===== config.mk =====
export PLATFORM = sky130hd
export DESIGN_NAME = keyboard_event_fifo_port
export DESIGN_NICKNAME = d
export VERILOG_FILES = /design/src/rtl/core/kbdq_pkg.sv /design/src/rtl/core/keyboard_event_fifo_port.sv /design/src/rtl/core/kbdq_ram.sv /design/src/rtl/core/kbdq_dp.sv /design/src/rtl/core/kbdq_ctrl.sv
export VERILOG_INCLUDE_DIRS = /design/src /design/src/rtl/core
export SDC_FILE = /design/constraint.sdc
export NUM_CORES = 1
export LEC_CHECK = 0
export ABC_AREA = 1
export BUFFER_PORTS_ARGS = -buffer_cell sky130_fd_sc_hd__buf_2
export CORE_UTILIZATION = 60
export DETAILED_ROUTE_END_ITERATION = 6
export PLACE_DENSITY = 0.89
export SLEW_MARGIN = 10
export SYNTH_ARGS = -nofsm -noshare
export SYNTH_HDL_FRONTEND = slang
export SYNTH_SLANG_ARGS = --single-unit

===== constraint.sdc =====
create_clock -name clk -period 12.6 [get_ports clk]
set_input_delay 1.89 -clock clk [delete_from_list [all_inputs] [get_ports clk]]
set_output_delay 1.89 -clock clk [all_outputs]
set_load 0.01 [all_outputs]

===== src/rtl/core/assert_macros.svh =====
// ----------------------------------------------------------------------------
// Assertion macros
// Concurrent assertion forms used by the keyboard event port controller.
// ----------------------------------------------------------------------------
`ifndef ASSERT_MACROS_SVH
`define ASSERT_MACROS_SVH

// Check that prop holds at every rising edge outside of reset.
`define KBDQ_ASSERT(lbl, clk, rst_n, prop, msg) \
	lbl: assert property (@(posedge clk) disable iff (!(rst_n)) (prop)) else $error(msg);

// Check that cond is never true at a rising edge outside of reset.
`define KBDQ_NEVER(lbl, clk, rst_n, cond, msg) \
	lbl: assert property (@(posedge clk) disable iff (!(rst_n)) !(cond)) else $error(msg);

`endif


===== src/rtl/core/kbdq_pkg.sv =====
// ----------------------------------------------------------------------------
// kbdq_pkg
// Types, codes and constants shared by the keyboard event port modules.
// ----------------------------------------------------------------------------
package kbdq_pkg;

	localparam int QUEUE_DEPTH_DEF = 10;

	localparam int DATA_W    = 32;
	localparam int CODE_W    = 30;
	localparam int ENTRY_W   = CODE_W + 1;
	localparam int AVAIL_BIT = 31;

	// mode codes
	localparam logic [1:0] MODE_KEY   = 2'd0;
	localparam logic [1:0] MODE_READ  = 2'd1;
	localparam logic [1:0] MODE_WRITE = 2'd2;
	localparam logic [1:0] MODE_TICK  = 2'd3;

	// register select codes
	localparam logic SEL_CTRL = 1'b0;
	localparam logic SEL_KEY  = 1'b1;

	// control register bits
	localparam int CTRL_ENABLE_BIT = 0;

	typedef struct packed {
		logic [1:0]        mode;
		logic              reg_select;
		logic [DATA_W-1:0] write_data;
		logic [CODE_W-1:0] key_code;
		logic              key_down;
	} in_item_t;

	typedef struct packed {
		logic [DATA_W-1:0] read_data;
		logic              irq_pulse;
	} out_item_t;

	typedef enum logic [2:0] {
		OP_NONE      = 3'd0,
		OP_PUSH      = 3'd1,
		OP_RD_CTRL   = 3'd2,
		OP_CLR_AVAIL = 3'd3,
		OP_WR_CTRL   = 3'd4,
		OP_WR_KEY    = 3'd5,
		OP_TICK      = 3'd6,
		OP_POP       = 3'd7
	} dp_op_t;

	typedef struct packed {
		logic   load;     // update state and load the result register
		logic   rd_head;  // start a queue read at the head entry
		dp_op_t op;
	} dp_cmd_t;

	typedef struct packed {
		logic empty;
		logic full;
		logic enabled;
	} dp_sts_t;

endpackage


===== src/rtl/core/keyboard_event_fifo_port.sv =====
// ----------------------------------------------------------------------------
// keyboard_event_fifo_port
// Keyboard event port: control and key registers with a key event queue.
// ----------------------------------------------------------------------------
// Each request item is a key event, a bus read, a bus write or a refresh tick,
// and produces exactly one response item (read data and interrupt pulse).
// Key events with a nonzero code are queued while control bit 0 is set and
// the queue has room; queueing sets the interrupt pending flag. A read of the
// key register pops the oldest event into the key register (bit 31 avail,
// bits 30..1 code, bit 0 pressed) and pulses the interrupt if more remain;
// on an empty queue it clears the avail bit. A control write flushes the
// queue and clears the key register and pending flag. A tick pulses if the
// flag is pending and clears it. A key register read that pops an event
// goes through a pop state before it answers, because the queue storage
// is a RAM with a registered read port. A response waits in an output
// register, and the next request is taken in the cycle it is taken.
// Queue storage needs no clearing after reset.
// ----------------------------------------------------------------------------
module keyboard_event_fifo_port #(
	parameter int QUEUE_DEPTH = kbdq_pkg::QUEUE_DEPTH_DEF
) (
	input  logic                clk,
	input  logic                arst_n,
	input  logic                req_valid,
	output logic                req_ready,
	input  kbdq_pkg::in_item_t  req,
	output logic                rsp_valid,
	input  logic                rsp_ready,
	output kbdq_pkg::out_item_t rsp
);
	import kbdq_pkg::*;

	dp_cmd_t cmd;
	dp_sts_t sts;

	// Controller: decode each item, sequence the queue pop, own rsp_valid.
	kbdq_ctrl u_ctrl (
		.clk      (clk),
		.arst_n   (arst_n),
		.req_valid(req_valid),
		.req_ready(req_ready),
		.req      (req),
		.rsp_valid(rsp_valid),
		.rsp_ready(rsp_ready),
		.sts      (sts),
		.cmd      (cmd)
	);

	// Datapath: hold the queue, registers and the response register.
	kbdq_dp #(
		.QUEUE_DEPTH(QUEUE_DEPTH)
	) u_dp (
		.clk   (clk),
		.arst_n(arst_n),
		.req   (req),
		.cmd   (cmd),
		.sts   (sts),
		.rsp   (rsp)
	);

endmodule


===== src/rtl/core/kbdq_ram.sv =====
// ----------------------------------------------------------------------------
// kbdq_ram
// Generic single-write, single-read RAM with registered read data.
// ----------------------------------------------------------------------------
module kbdq_ram #(
	parameter int WIDTH = 8,
	parameter int DEPTH = 16,
	parameter int ADDR_W = (DEPTH > 1) ? $clog2(DEPTH) : 1
) (
	input  logic              clk,
	input  logic              we,
	input  logic [ADDR_W-1:0] waddr,
	input  logic [WIDTH-1:0]  wdata,
	input  logic              re,
	input  logic [ADDR_W-1:0] raddr,
	output logic [WIDTH-1:0]  rdata
);

	logic [WIDTH-1:0] mem_q [DEPTH];

	always_ff @(posedge clk) begin
		if (we) begin
			mem_q[waddr] <= wdata;
		end
		if (re) begin
			rdata <= mem_q[raddr];
		end
	end

endmodule


===== src/rtl/core/kbdq_dp.sv =====
// ----------------------------------------------------------------------------
// kbdq_dp
// Datapath: event queue, registers, pending flag and result register.
// ----------------------------------------------------------------------------
module kbdq_dp #(
	parameter int QUEUE_DEPTH = 10
) (
	input  logic                clk,
	input  logic                arst_n,
	input  kbdq_pkg::in_item_t  req,
	input  kbdq_pkg::dp_cmd_t   cmd,
	output kbdq_pkg::dp_sts_t   sts,
	output kbdq_pkg::out_item_t rsp
);
	import kbdq_pkg::*;

	localparam int IDX_W = (QUEUE_DEPTH > 1) ? $clog2(QUEUE_DEPTH) : 1;
	localparam int CNT_W = $clog2(QUEUE_DEPTH + 1);

	logic [IDX_W-1:0]   head_q;
	logic [CNT_W-1:0]   count_q;
	logic [DATA_W-1:0]  ctrl_q;
	logic [DATA_W-1:0]  key_q;
	logic               pending_q;
	out_item_t          rsp_q;

	logic [CNT_W:0]     tail_sum;
	logic [IDX_W-1:0]   tail;
	logic [IDX_W-1:0]   head_nxt;
	logic [ENTRY_W-1:0] ram_rdata;
	logic [DATA_W-1:0]  key_popped;
	logic [DATA_W-1:0]  key_cleared;

	// tail = (head + count) mod depth, head below depth, count at most depth
	always_comb begin
		tail_sum = (CNT_W+1)'(head_q) + (CNT_W+1)'(count_q);
		if (tail_sum >= (CNT_W+1)'(QUEUE_DEPTH)) begin
			tail = IDX_W'(tail_sum - (CNT_W+1)'(QUEUE_DEPTH));
		end else begin
			tail = IDX_W'(tail_sum);
		end
		if (head_q == IDX_W'(QUEUE_DEPTH - 1)) begin
			head_nxt = '0;
		end else begin
			head_nxt = head_q + IDX_W'(1);
		end
	end

	kbdq_ram #(
		.WIDTH (ENTRY_W),
		.DEPTH (QUEUE_DEPTH),
		.ADDR_W(IDX_W)
	) u_queue (
		.clk  (clk),
		.we   (cmd.load && (cmd.op == OP_PUSH)),
		.waddr(tail),
		.wdata({req.key_code, req.key_down}),
		.re   (cmd.rd_head),
		.raddr(head_q),
		.rdata(ram_rdata)
	);

	assign key_popped  = {1'b1, ram_rdata};
	assign key_cleared = {1'b0, key_q[AVAIL_BIT-1:0]};

	always_ff @(posedge clk or negedge arst_n) begin
		if (!arst_n) begin
			head_q    <= '0;
			count_q   <= '0;
			ctrl_q    <= '0;
			key_q     <= '0;
			pending_q <= 1'b0;
		end else if (cmd.load) begin
			case (cmd.op)
				OP_PUSH: begin
					count_q   <= count_q + CNT_W'(1);
					pending_q <= 1'b1;
				end
				OP_POP: begin
					key_q   <= key_popped;
					head_q  <= head_nxt;
					count_q <= count_q - CNT_W'(1);
				end
				OP_CLR_AVAIL: begin
					key_q <= key_cleared;
				end
				OP_WR_CTRL: begin
					head_q    <= '0;
					count_q   <= '0;
					pending_q <= 1'b0;
					key_q     <= '0;
					ctrl_q    <= req.write_data;
				end
				OP_WR_KEY: begin
					key_q <= req.write_data;
				end
				OP_TICK: begin
					pending_q <= 1'b0;
				end
				default: begin
				end
			endcase
		end
	end

	always_ff @(posedge clk) begin
		if (cmd.load) begin
			case (cmd.op)
				OP_POP: begin
					rsp_q.read_data <= key_popped;
					rsp_q.irq_pulse <= (count_q != CNT_W'(1));
				end
				OP_CLR_AVAIL: begin
					rsp_q.read_data <= key_cleared;
					rsp_q.irq_pulse <= 1'b0;
				end
				OP_RD_CTRL: begin
					rsp_q.read_data <= ctrl_q;
					rsp_q.irq_pulse <= 1'b0;
				end
				OP_TICK: begin
					rsp_q.read_data <= '0;
					rsp_q.irq_pulse <= pending_q;
				end
				default: begin
					rsp_q.read_data <= '0;
					rsp_q.irq_pulse <= 1'b0;
				end
			endcase
		end
	end

	assign sts.empty   = (count_q == '0);
	assign sts.full    = (count_q == CNT_W'(QUEUE_DEPTH));
	assign sts.enabled = ctrl_q[CTRL_ENABLE_BIT];
	assign rsp         = rsp_q;

endmodule


===== src/rtl/core/kbdq_ctrl.sv =====
// ----------------------------------------------------------------------------
// kbdq_ctrl
// Controller: item handshake, decode, pop sequencing, result valid.
// ----------------------------------------------------------------------------
`include "assert_macros.svh"

module kbdq_ctrl (
	input  logic               clk,
	input  logic               arst_n,
	input  logic               req_valid,
	output logic               req_ready,
	input  kbdq_pkg::in_item_t req,
	output logic               rsp_valid,
	input  logic               rsp_ready,
	input  kbdq_pkg::dp_sts_t  sts,
	output kbdq_pkg::dp_cmd_t  cmd
);
	import kbdq_pkg::*;

	typedef enum logic [1:0] {
		ST_IDLE = 2'b01,
		ST_POP  = 2'b10
	} state_t;

	state_t state_q;
	state_t state_nxt;
	logic   rsp_valid_q;
	logic   accept;

	assign req_ready = (state_q == ST_IDLE) && (!rsp_valid_q || rsp_ready);
	assign accept    = req_valid && req_ready;

	always_comb begin
		state_nxt   = state_q;
		cmd.load    = 1'b0;
		cmd.rd_head = 1'b0;
		cmd.op      = OP_NONE;
		case (state_q)
			ST_IDLE: begin
				if (accept) begin
					cmd.load = 1'b1;
					case (req.mode)
						MODE_KEY: begin
							if ((req.key_code != '0) && sts.enabled && !sts.full) begin
								cmd.op = OP_PUSH;
							end
						end
						MODE_READ: begin
							if (req.reg_select == SEL_CTRL) begin
								cmd.op = OP_RD_CTRL;
							end else if (sts.empty) begin
								cmd.op = OP_CLR_AVAIL;
							end else begin
								// fetch head entry, finish next cycle
								cmd.load    = 1'b0;
								cmd.rd_head = 1'b1;
								state_nxt   = ST_POP;
							end
						end
						MODE_WRITE: begin
							cmd.op = (req.reg_select == SEL_CTRL) ? OP_WR_CTRL : OP_WR_KEY;
						end
						MODE_TICK: begin
							cmd.op = OP_TICK;
						end
						default: begin
							cmd.op = OP_NONE;
						end
					endcase
				end
			end
			ST_POP: begin
				cmd.load  = 1'b1;
				cmd.op    = OP_POP;
				state_nxt = ST_IDLE;
			end
			default: begin
				state_nxt = ST_IDLE;
			end
		endcase
	end

	always_ff @(posedge clk or negedge arst_n) begin
		if (!arst_n) begin
			state_q     <= ST_IDLE;
			rsp_valid_q <= 1'b0;
		end else begin
			state_q <= state_nxt;
			if (cmd.load) begin
				rsp_valid_q <= 1'b1;
			end else if (rsp_ready) begin
				rsp_valid_q <= 1'b0;
			end
		end
	end

	assign rsp_valid = rsp_valid_q;

	`KBDQ_ASSERT(a_pop_completes, clk, arst_n, (state_q == ST_POP) |=> ((state_q == ST_IDLE) && rsp_valid_q), "pop did not complete in one cycle")
	`KBDQ_NEVER(a_rd_empty, clk, arst_n, cmd.rd_head && sts.empty, "queue read issued while empty")
	`KBDQ_NEVER(a_rsp_overwrite, clk, arst_n, cmd.load && rsp_valid_q && !rsp_ready, "result register overwritten before taken")

endmodule


# Word-level counts from Yosys, hierarchy flattened
# Memory sizes are Yosys's and may differ from the RTL's. A register that Yosys moved wholly into a read port is not among the register bits.
# Index checks and enable logic that the tools add are counted.
[word_totals] ff_bits=108 latchBits=0 ram_bits=310 rom_bits=0 input_bits=70 out_inout_bits=35 elab_cells=87 memories=1
[op_classes] n_addsub=5 n_mul=0 div=0 magnitude_cmp=1 eq_ne=19 shifts=0 muxes=28 bitwise_logic=1 n_reduce_logical=23
[mem_list] memory="u_dp.u_queue.mem_q" words=10 width=31 read_ports=1 rd_clocked_by_memory_dff=1 wr=1 line_no="kbdq_ram.sv:19" text="logic [WIDTH-1:0] mem_q [DEPTH];"
[ops] cell="one-hot mux 33 bit (4 select lines)" count=1
[ops] cell="one-hot mux 31 bit (4 select lines)" count=1
[ops] cell="nonzero test 30 bit" count=1
[ops] cell="two-way mux 2 bit" count=9
[ops] cell="== test 3 bit, second input constant" count=4
[ops] cell="one-hot mux 3 bit (4 select lines)" count=1
[ops] cell="one-hot mux 4 bit (3 select lines)" count=1
[ops] cell="adder 4 x 1 -> 4 bit, second input constant" count=2
[ops] cell="== test 4 bit, second input constant" count=2
[ops] cell="two-way mux 4 bit" count=2
[ops] cell="one-hot mux 4 bit (2 select lines)" count=1
[ops] cell="AND reduction 2 bit" count=4
[ops] cell="two-way mux 1 bit" count=7
[ops] cell="== test 2 bit, second input constant" count=3
[ops] cell="== test 3 x 2 -> 1 bit, second input constant" count=2
[ops] cell="inequality test 2 bit, second input constant" count=3
[ops] cell="one-hot mux 3 bit (2 select lines)" count=1
[ops] cell="nonzero test 2 bit" count=3
[ops] cell="nonzero test 3 bit" count=2
[ops] cell="adder 4 x 4 -> 5 bit" count=1
[ops] cell="greater-or-equal comparator 5 x 4 -> 1 bit, second input constant" count=1
[ops] cell="logical AND 1 bit" count=5
[ops] cell="two-way mux 5 bit" count=1
[ops] cell="== test 2 x 1 -> 1 bit, second input constant" count=2
[ops] cell="other kinds (15)" count=17

# Logic depth before layout (Yosys ltp)
# Gate-level depths: netlist (run 1).
[depth] ltp_word=11 ltp_mapped=14

# Cells and area by module
# A second synthesis (run 1) with hierarchy kept.
[hier_totals] cells_unflattened=1905 hier_area_um2=19701.4
[by_module_without_submodules] mod="kbdq_ram" n_inst=1 cells_per_inst=1231 area_each_um2=13910.8 seq_area_each_um2=10239.8
[by_module_without_submodules] mod="kbdq_dp" n_inst=1 cells_per_inst=608 area_each_um2=5432.7 seq_area_each_um2=2792.7
[by_module_without_submodules] mod="kbdq_ctrl" n_inst=1 cells_per_inst=66 area_each_um2=357.8 seq_area_each_um2=76.3

# Worst setup path after synthesis (run 1)
# OpenSTA, ideal clock, no wires.
[synth_path] kind="input to register" startpoint="in req_valid" endpoint="mem u_dp.u_queue.mem_q[0][0] (netlist bit), enable pin" setup_time_ps=419 arrival_ps=5869 setup_slack_ps=6312 path_stages=10 path_buffers=0 path_cell_list="inv_1 nor3_4 nand2_1 a21oi_1 nand2_1 nor2_1 nand2_1 nor2_1 nand2_1 nor2_1"
[synth_lines] element="start, declared" line_no="keyboard_event_fifo_port.sv:24" text="input logic req_valid,"
[synth_lines] element="end, declared" line_no="kbdq_ram.sv:19"

# Worst setup path after layout (run 1)
[layout_path] startpoint="in req[2] (netlist bit)" endpoint="reg u_dp.key_q[13]"
[layout_via] elab_chain_cells=10 elab_cells_between_ends=15 classes_between="eq/ne: 4; mux: 5; bitwise: 1; reduce/logical: 5"
[layout_rtl] element="start, declared" line_no="keyboard_event_fifo_port.sv:26" text="input kbdq_pkg::in_item_t req,"
[layout_rtl] element="nonzero test 30 bit (*)" line_no="kbdq_ctrl.sv:44" text="if ((req.key_code != '0) && sts.enabled && !sts.full) begin"
[layout_rtl] element="logical AND 1 bit (*) (2 in series)" line_no="kbdq_ctrl.sv:44"
[layout_rtl] element="two-way mux 1 bit (*)" line_no="kbdq_ctrl.sv:44"
[layout_rtl] element="one-hot mux 3 bit (4 select lines) (*)" line_no="kbdq_ctrl.sv:42" text="case (req.mode)"
[layout_rtl] element="two-way mux 5 bit (*)" line_no="kbdq_ctrl.sv:40" text="if (accept) begin"
[layout_rtl] element="one-hot mux 3 bit (2 select lines) (*)" line_no="kbdq_ctrl.sv:38" text="case (state_q)"
[layout_rtl] element="== test 3 bit / == test 3 x 2 -> 1 bit (equally long branches)" line_no="kbdq_dp.sv:74" text="case (cmd.op)"
[layout_rtl] element="nonzero test 3 bit (no line) / NOT 1 bit (equally long branches)"
[layout_rtl] element="AND reduction 3 bit (no line)"
[layout_rtl] element="end signal, assigned" line_no="kbdq_dp.sv:80" text="key_q <= key_popped;"
[layout_rtl] element="end signal, assigned" line_no="kbdq_dp.sv:85" text="key_q <= key_cleared;"
[layout_rtl] element="end signal, assigned" line_no="kbdq_dp.sv:95" text="key_q <= req.write_data;"
[layout_rtl] element="end, declared" line_no="kbdq_dp.sv:23" text="logic [DATA_W-1:0] key_q;"
# Every way passes the cells marked *; elsewhere a longest branch is shown, timed or not.
# A chain may end at the register's enable or synchronous reset.

==> summary.txt, run 1 <==
Setup path
  • Max incr delay on CP: 1.15 ns
  • Critical-path maximum fanout: 33
  • CP most frequent cell: nand2_1
  • WS Path Type: input pin to register
  • CP arrival: 5.18 ns
  • Slowest stage cell, crit path: nand2_1
  • CP cell instances: buf_2 > nor2_1 > nand2_1 > nor2_1 > nand2_1 > o21ai_1 > nand2_1 > nand2_2 > nand3_2 > nand2_1 > a21oi_1 > a21oi_1
  • Startpoint class of the critical path: input pin
  • Data required, critical path: 13.05 ns
  • Crit. End Element: register

STA
  • F_max: 0.211 GHz
  • Tightest Pin Transition: 1.20 ns
  • Minimum clock period: 4.73 ns
  • Slew margin rel.: 20.1%
  • Setup violations, final: 0
  • Setup total negative slack: 0 ns
  • Clock skew: 0.0228 ns
  • Post-route clock period utilization: 37.5%
  • Unrepaired setup endpoints after global routing: no
  • Final hold viol count: 0
  • Final Slew Violations: 0

Synthesis
  • Post-Syn Area: 18300 um^2
  • Synthesis Warnings: 0
  • Mapped Nets: 1610
  • Synthesized flop and latch total: 449
  • Post-synthesis instance total: 1525
  • Top-area cell type share of the netlist area: 61.5%
  • Sequential share of the synthesized area: 71.8%
  • Count of different cell masters after synthesis: 32
  • Syn_area_per_cell: 12.0 um^2
  • Top cells by area, synth: edfxtp_1, dfrtp_1, nand2_1
  • Largest area contributor in the netlist: edfxtp_1

Clock network
  • H-Tree Depth: 2
  • Setup Buffers After CTS: 0
  • TritonCTS clock tree: done
  • Hold Buf Count CTS: 0
  • Clock latency on the worst-skew pair: 0.57 ns
  • Clk sinks: 449
  • CTS resizes: 0
  • TritonCTS Buffers: 43
  • Reg clk slew, reported paths: 0.06 ns
  • Root Driver: clkbuf_16
  • Max clock buf depth: 3

Cells and area
  • Net count, final: 1685
  • Seq. cell area: 13100 um^2
  • Fill cell count: 1941
  • Design area: 20400 um^2
  • P&R area growth vs syn: 11.8%
  • Share of layout cells above drive strength 1: 12.7%
  • Area of the multi-input gates: 4610 um^2

Global route
  • Initial antenna violation count: 2
  • Number of global-route vias before repair: 12600
  • Tot GR Track Use: 28.5%
  • Total grt overflow: 0
  • First-pass GRT wire length: 67600 um
  • Pin count of the biggest net entering global routing: 94

Routing
  • Starting DRT DRC Count: 1876
  • DRC viols: 0
  • Routed Antenna Nets: 0
  • Avg WL per Cell: 21.7 um
  • Total Wirelength: 44000 um
  • TritonRoute pass-1 iters: 6
  • Vias/cell: 6.35
  • Vias: 12900

Outcome
  • Status: completed

Pwr
  • Lkg Pwr: 0.00745 uW
  • Cell Pwr Density: 205 nW/um^2
  • Peak supply drop: 0.131 mV

Die
  • Num ports: 105
  • Core area: 29800 um^2
  • Height of the die: 176 um
  • Die width: 176 um
  • DIE AREA: 31100 um^2
  • # rows: 63
  • Initial cell density of the core: 61.3%

Flow run
  • # Max-Cap Violations: 0

Place
  • Hpwl dp: 24400 um
  • PortBufs: 104
  • GP Congestion: 0.851
  • Post-Place Cell Area: 19100 um^2

Worst hold path
  • Min-delay worst type: register to register
==> placed cells by master, fill, tap and decap left out, drive strengths merged <==
cell      n
fa        1
inv      72
diode     2
ha       14
o22ai    32
dfrtp    74
nand3    26
nor3      2
or2       2
clkinv   15
nand4     6
a21oi   158
xor2      8
dfstp     1
edfxtp  374
o211ai   31
bufinv    2
o21ai   165
a221oi   31
nor2    136
or3       1
nand2   306
mux2i     1
clkbuf   57
buf     117
==> worst max-delay path, delay by kind of cell <==
| family | cells | cell delay [ns] |
|---|---|---|
| compound gates | 3 | 0.60 |
| buf+inv | 1 | 0.16 |
| simple gates | 8 | 2.50 |
==> final cells by class <==
class                   instances  area share [%]
clock inverters                20           0.840
multi-input cells             920            22.6
repair buffers                117            3.04
inverters                      69            1.28
diodes                          2          0.0245
flip-flops and latches        449            64.3
clock buffers                  57            5.58
well taps                     390            2.39
==> routing by layer <==
| layer | share of wire [%] | routed length, um | track usage [%] |
|---|---|---|---|
| met1 | 37 | 16100 | 37.4 |
| met2 | 49 | 21500 | 46.3 |
| met4 | 3.2 | 1430 | 12.4 |
| met3 | 11 | 5000 | 5.99 |
| met5 | 0 | 0 | 0 |
==> report_power, final <==
part           total, uW  switching, uW  internal (uW)
sequential          1950            129           1820
clock               1230            545            682
combinational       1010            724            290
total               4190           1400           2790
==> worst paths after layout <==
| check | start | to | slack (ns) | cells after the start |
|---|---|---|---|---|
| worst min register to register | u_dp.ctrl_q[9] | u_dp.ctrl_q[9] | 0.48 | 2 |
| worst max register to register | u_dp.head_q[0] | u_dp.u_queue.mem_q[4][7] | 8.01 | 10 |
| max in group asynchronous | arst_n | u_dp.head_q[0] | 10.35 | 1 |
| min in group asynchronous | arst_n | u_ctrl.state_q[1] | 1.47 | 1 |
| worst max-delay path | req[2] | u_dp.key_q[13] | 7.87 | 12 |
| worst min-delay path | u_dp.ctrl_q[9] | u_dp.ctrl_q[9] | 0.48 | 2 |
==> cell families (layout without fill, tap and decap cells) <==
group           after synthesis  in the layout  share of synthesized area, %
compound gates              417            417                          12.8
xor+xnor                      8              8                         0.384
fa+ha+maj                    15             15                          1.07
buf+inv                     156            263                          3.41
flops                       449            449                          71.8
mux                           1              1                        0.0548
other cells                   0              2                             0
simple gates                479            479                          10.5
==> cells in the mapped netlist <==
library cell  instances
a21oi_1             157
a21oi_4               1
a221oi_1             31
buf_1                 6
buf_2                20
buf_4                 3
clkbuf_1             58
dfrtp_1              74
dfstp_2               1
edfxtp_1            374
fa_1                  1
ha_1                 14
inv_1                65
inv_2                 4
mux2i_1               1
nand2_1             303
nand2_2               3
nand3_1              20
nand3_2               6
nand4_1               6
nor2_1              132
nor2_2                4
nor3_1                1
nor3_4                1
o211ai_1             31
o21ai_0             163
o21ai_1               2
o22ai_1              32
or2_1                 1
or2_2                 1
or3_1                 1
xor2_1                8
==> registers in the layout, indices dropped and copies added (netlist names) <==
register / count
u_dp.u_queue.rdata: 31
u_dp.head_q: 4
u_dp.pending_q: 1
u_dp.count_q: 4
u_dp.u_queue.mem_q: 310
u_dp.ctrl_q: 32
u_dp.key_q: 31
u_ctrl.state_q: 2
u_ctrl.rsp_valid: 1
u_dp.rsp: 33
==> per-stage QoR <==
| stage | hold slack [ns] | utilization [%] | setup slack [ns] | power [uW] | cells |
|---|---|---|---|---|---|
| finish | 0.481 | 68.5 | 7.87 | 4190 | 2024 |
| global route | 0.510 | 68.5 | 7.67 | 4370 | 2024 |
| CTS | 0.481 | 68.5 | 8.02 | 4180 | 2022 |
| detailed placement | 0.465 | 64.1 | 7.49 | 2950 | 1945 |
| global placement | 0.462 | 64.1 | 7.61 | 2880 | 1945 |
| floorplan | 0.449 | - | 6.31 | 2590 | 1525 |
Note: power is estimated with default switching activity, not from simulation.
==> run 2: changes to the inputs <==
--- a/config.mk
+++ b/config.mk
@@ -6,11 +6,11 @@
 export SDC_FILE = /design/constraint.sdc
 export NUM_CORES = 1
 export LEC_CHECK = 0
-export ABC_AREA = 1
+export ABC_AREA = 0
 export BUFFER_PORTS_ARGS = -buffer_cell sky130_fd_sc_hd__buf_2
-export CORE_UTILIZATION = 60
+export CORE_UTILIZATION = 55
 export DETAILED_ROUTE_END_ITERATION = 6
-export PLACE_DENSITY = 0.89
+export PLACE_DENSITY = 0.86
 export SLEW_MARGIN = 10
 export SYNTH_ARGS = -nofsm -noshare
 export SYNTH_HDL_FRONTEND = slang
==> constraint.sdc (replaced) <==
create_clock -name clk -period 4.3 [get_ports clk]
set_input_delay 0.645 -clock clk [delete_from_list [all_inputs] [get_ports clk]]
set_output_delay 0.645 -clock clk [all_outputs]
set_load 0.01 [all_outputs]
==> summary.txt, run 2 <==
Outcome
  • Status: completed

Setup path
  • CP arrival: 4.25 ns
  • CP most frequent cell: ha_1
  • Critical-path maximum fanout: 31
  • Data required, critical path: 4.47 ns
  • CP delay by family, top: adder cells
  • CP bufs+invs: 2
  • Max incr delay on CP: 0.47 ns
  • Slowest stage cell, crit path: dfrtp_1
  • WS Path Type: register to register
  • Startpoint class of the critical path: register
  • Crit. End Element: register
  • CP cell instances: ha_1 > fa_1 > xor2_1 > inv_1 > ha_1 > or3_1 > a22oi_1 > nand2_1 > nor3_2 > buf_4

Synthesis
  • Top-count cell post-synth: edfxtp_1
  • Post-Syn Area: 18200 um^2
  • Synthesized flop and latch total: 449
  • Syn_area_per_cell: 16.9 um^2
  • Post-synthesis instance total: 1079
  • Synth Flop Type: edfxtp_1
  • Sequential share of the synthesized area: 72.1%
  • Top-area cell type share of the netlist area: 61.8%
  • Count of different cell masters after synthesis: 57
  • Mapped Nets: 1164
  • Ys async rst share: 16.7%
  • EDFF count, synth: 374
  • Top cells by area, synth: edfxtp_1, dfrtp_1, mux4_2
  • Commonest cells post-synth: edfxtp_1, nand2_1, dfrtp_1
  • Synthesis Warnings: 0
  • Largest area contributor in the netlist: edfxtp_1

Cells and area
  • Most common cell after layout, fill and taps aside: edfxtp_1
  • Design area: 20700 um^2
  • P&R area growth vs syn: 13.9%
  • Biggest register: u_dp.u_queue.mem_q
  • Fin util: 63.6%
  • Share of layout cells above drive strength 1: 23.0%
  • Max reg flops: 310
  • Final non-filler cell total: 1669
  • Most frequent cells in the layout: edfxtp_1, nand2_1, buf_2
  • Net count, final: 1277

Global route
  • Initial antenna violation count: 2
  • Number of global-route vias before repair: 10400
  • Tot GR Track Use: 23.6%
  • Pin count of the biggest net entering global routing: 99
  • Total grt overflow: 0
  • First-pass GRT wire length: 59900 um

Routing
  • Starting DRT DRC Count: 1321
  • DRC viols: 0
  • WL met1: 16000 um
  • Top sig layer: met4
  • Avg WL per Cell: 23.5 um
  • Total Wirelength: 39200 um
  • Vias: 10500
  • Routed Antenna Nets: 0
  • DR WL met3: 3490 um
  • TritonRoute pass-1 iters: 6
  • Met2 routed WL: 18800 um
  • Vias/cell: 6.27

STA
  • Tightest Pin Transition: 1.15 ns
  • Minimum clock period: 4.08 ns
  • Clock skew: 0.0137 ns
  • Final hold viol count: 0
  • Worst Hold Margin: 0.274 ns
  • Setup violations, final: 0
  • Final Slew Violations: 0
  • Unrepaired setup endpoints after global routing: no
  • F_max: 0.245 GHz
  • Post-route clock period utilization: 94.9%
  • Setup total negative slack: 0 ns
  • Slew margin rel.: 22.7%

Clock network
  • Hold Buf Count CTS: 0
  • Max clock buf depth: 3
  • TritonCTS Buffers: 42
  • Root Driver: clkbuf_16
  • CTS resizes: 0
  • TritonCTS clock tree: done
  • Setup Buffers After CTS: 0
  • H-Tree Depth: 2
  • Clock latency on the worst-skew pair: 0.53 ns
  • Reg clk slew, reported paths: 0.07 ns
  • Clk sinks: 449

Die
  • Die width: 184 um
  • Core area: 32500 um^2
  • Height of the die: 184 um
  • Initial cell density of the core: 55.9%
  • Num ports: 105
  • # rows: 66
  • DIE AREA: 33800 um^2

Place
  • Dpl cells: 1590
  • GP Congestion: 0.853
  • Post-Place Cell Area: 19300 um^2
  • PortBufs: 104
  • Hpwl dp: 23100 um

Flow run
  • # Max-Cap Violations: 0

Pwr
  • Peak supply drop: 0.411 mV
  • Lkg Pwr: 0.00750 uW
  • Cell Pwr Density: 595 nW/um^2

Worst hold path
  • Min-delay worst type: input pin to asynchronous set/reset pin
## run 2: cell types whose count changed in the layout (fill, tap and decap cells not counted), moves of 32 or more
cell	change
nor2_1	-107
a21oi_1	-114
and3_1	+35
nor2b_1	+32
inv_1	-50
mux4_2	+62
nand2_1	-195
o21ai_0	-155
a211oi_1	+32
## run 2: area by class of cell
type,instances,area [um^2]
antenna,3,7.51
clock buffer,56,1200
clock inverter,20,166
fill,2211,11800
inverter,14,52.6
multi-input combinational,550,4830
sequential,449,13100
tap,442,553
timing repair buffer,135,785
## run 2: metal layers
metal | vias up | track usage [%]
met5 | - | 0.296
met4 | 0 | 7.60
met3 | 89 | 3.86
met2 | 613 | 37.6
met1 | 5273 | 33.5
li1 | 4489 | -
## run 2: final timing paths
check / from / endpoint / slack, ns / depth (start not counted)
max: u_dp.count_q[0] / u_dp.u_queue.mem_q[7][21] / 0.22 / 10
min in group clk: req[62] / u_dp.ctrl_q[31] / 0.31 / 3
min reg2reg: u_dp.ctrl_q[14] / u_dp.ctrl_q[14] / 0.48 / 2
max reg2reg: u_dp.count_q[0] / u_dp.u_queue.mem_q[7][21] / 0.22 / 10
max in group asynchronous: arst_n / u_dp.head_q[0] / 3.31 / 1
min: arst_n / u_dp.pending_q / 0.27 / 1
## run 2: kinds of logic after synthesis
group                      Yosys count  synth area share, %
muxes                              124                 11.3
DFF                                449                 72.1
buffers and inverters               80                 1.81
AOI/OAI and AO/OA                  171                 7.07
xor gates and xnor gates             1               0.0482
adders and majority gates           15                 1.07
and+or+nand+nor                    239                 6.60
## run 2: stage by stage
stage	power [uW]	setup slack [ns]
CTS	12300	0.202
global placement	8530	0.406
finish	12300	0.218
global route	12800	0.00397
detailed placement	8680	0.234
floorplan	7740	-1.01
## run 2: where the power goes
part / internal [uW] / switching, uW / leakage [uW]
combinational: 1310 / 1880 / 0.00249
sequential: 5240 / 233 / 0.00434
clock: 2130 / 1530 / 0.000673
==> run 3: changes to the inputs <==
--- a/config.mk
+++ b/config.mk
@@ -11,6 +11,7 @@
 export CORE_UTILIZATION = 55
 export DETAILED_ROUTE_END_ITERATION = 6
 export PLACE_DENSITY = 0.86
+export RECOVER_POWER = 25
 export SLEW_MARGIN = 10
 export SYNTH_ARGS = -nofsm -noshare
 export SYNTH_HDL_FRONTEND = slang
==> summary.txt, run 3 (synthesis gave the netlist of run 2 again) <==
Die
  • Die width: 184 um
  • Height of the die: 184 um
  • DIE AREA: 33800 um^2
  • # rows: 66
  • Core area: 32500 um^2
  • Initial cell density of the core: 55.9%
  • Num ports: 105

Place
  • Post-Place Cell Area: 19300 um^2
  • Dpl cells: 1590
  • PortBufs: 104
  • Hpwl dp: 23100 um
  • GP Congestion: 0.853
  • Dpl ws: 0.234 ns

Global route
  • Number of global-route vias before repair: 10400
  • Total grt overflow: 0
  • Pin count of the biggest net entering global routing: 99
  • First-pass GRT wire length: 59900 um
  • Initial antenna violation count: 2
  • Tot GR Track Use: 23.6%

Pwr
  • Peak supply drop: 0.413 mV
  • Cell Pwr Density: 596 nW/um^2
  • Lkg Pwr: 0.00743 uW

Cells and area
  • Seq. cell area: 13100 um^2
  • Fin util: 63.5%
  • Fill cell count: 2223
  • Design area: 20700 um^2
  • Share of layout cells above drive strength 1: 20.9%
  • Area of the multi-input gates: 4830 um^2
  • Net count, final: 1277
  • Final non-filler cell total: 1668
  • P&R area growth vs syn: 13.7%
  • Most common cell after layout, fill and taps aside: edfxtp_1
  • Biggest register: u_dp.u_queue.mem_q
  • Max reg flops: 310
  • Most frequent cells in the layout: edfxtp_1, nand2_1, buf_2

STA
  • Final hold viol count: 0
  • Minimum clock period: 4.07 ns
  • Final Slew Violations: 0
  • Worst Hold Margin: 0.258 ns
  • Setup ws final: 0.228 ns
  • Tightest Pin Transition: 1.13 ns
  • Clock skew: 0.0144 ns
  • Slew margin rel.: 24.3%
  • F_max: 0.246 GHz
  • Setup violations, final: 0
  • Unrepaired setup endpoints after global routing: no
  • Post-route clock period utilization: 94.7%

Routing
  • TritonRoute pass-1 iters: 5
  • Vias/cell: 6.31
  • DRC viols: 0
  • Starting DRT DRC Count: 1356
  • Vias: 10500
  • Avg WL per Cell: 23.5 um
  • Routed Antenna Nets: 0
  • Total Wirelength: 39300 um

Setup path
  • R2R depth: 10
  • R2R Path Start: u_dp.count_q[0]
  • Crit. End Element: register
  • Worst Setup SP: u_dp.count_q[0]
  • Critical-path maximum fanout: 31
  • CP arrival: 4.24 ns
  • Data required, critical path: 4.47 ns
  • Startpoint class of the critical path: register
  • WS Path Type: register to register

Clock network
  • Clock latency on the worst-skew pair: 0.54 ns
  • Max clock buf depth: 3
  • Clk sinks: 449
  • Root Driver: clkbuf_16
  • TritonCTS clock tree: done
  • TritonCTS Buffers: 42
  • H-Tree Depth: 2
  • Reg clk slew, reported paths: 0.07 ns
  • Setup Buffers After CTS: 0

Worst hold path
  • Min-delay worst type: input pin to asynchronous set/reset pin

Outcome
  • Status: completed

Flow run
  • # Max-Cap Violations: 0
==> run 3: cell count changes in the layout (fill, tap and decap cells not counted) <==
cell	change
diode_2	-1
buf_2	-26
clkbuf_1	+26
==> run 3: metal layers <==
layer / part of all wire [%] / routed length, um / vias to the layer above / GRT usage, %
met5: 0 / 0 / - / 0.296
met4: 2.6 / 1040 / 0 / 7.60
met3: 8.9 / 3510 / 92 / 3.86
met2: 48 / 18800 / 597 / 37.6
met1: 41 / 15900 / 5337 / 33.5
li1: - / - / 4497 / -
==> run 3: repair_timing <==
action / CTS / global route
resized for setup: 0 / 1
endpoints found under the setup margin: 0 / 31
hold buffers: 0 / 0
==> run 3: area by class of cell <==
class | instances | area share (%)
Antenna cell | 2 | 0.0242
Multi-Input combinational cell | 550 | 23.4
Sequential cell | 449 | 63.5
Inverter | 14 | 0.254
Tap cell | 442 | 2.68
Timing Repair Buffer | 135 | 3.64
Clock inverter | 20 | 0.805
Clock buffer | 56 | 5.79
==> run 3: critical path, stage by stage (launching register included) <==
cell and delay [ns]:
dfrtp_1 0.47, ha_1 0.27, fa_1 0.46, xor2_1 0.26
inv_1 0.11, ha_1 0.26, or3_1 0.44, a22oi_1 0.46
nand2_1 0.29, nor3_2 0.23, buf_4 0.45
==> run 3: power breakdown <==
group          internal, uW  switching (uW)  total, uW
registers              5240             232       5470
clock network          2130            1540       3670
logic                  1310            1880       3190
total                  8680            3650      12300
==> run 3: metrics by stage <==
step           TNS (ns)  power [uW]
2_1_floorplan   -180.86        7740
3_3_place_gp          0        8530
3_5_place_dp          0        8680
4_1_cts               0       12300
5_1_grt               0       12800
6_report              0       12300
==> run 3: final timing paths <==
kind                            slack (ns)                   endpoint
worst max register to register        0.23  u_dp.u_queue.mem_q[7][15]
worst min register to register        0.48            u_dp.ctrl_q[23]
worst max-delay path                  0.23  u_dp.u_queue.mem_q[7][15]
max in group asynchronous             3.34             u_dp.head_q[0]
min in group clk                      0.31            u_dp.ctrl_q[31]
worst min-delay path                  0.26            u_dp.ctrl_q[31]
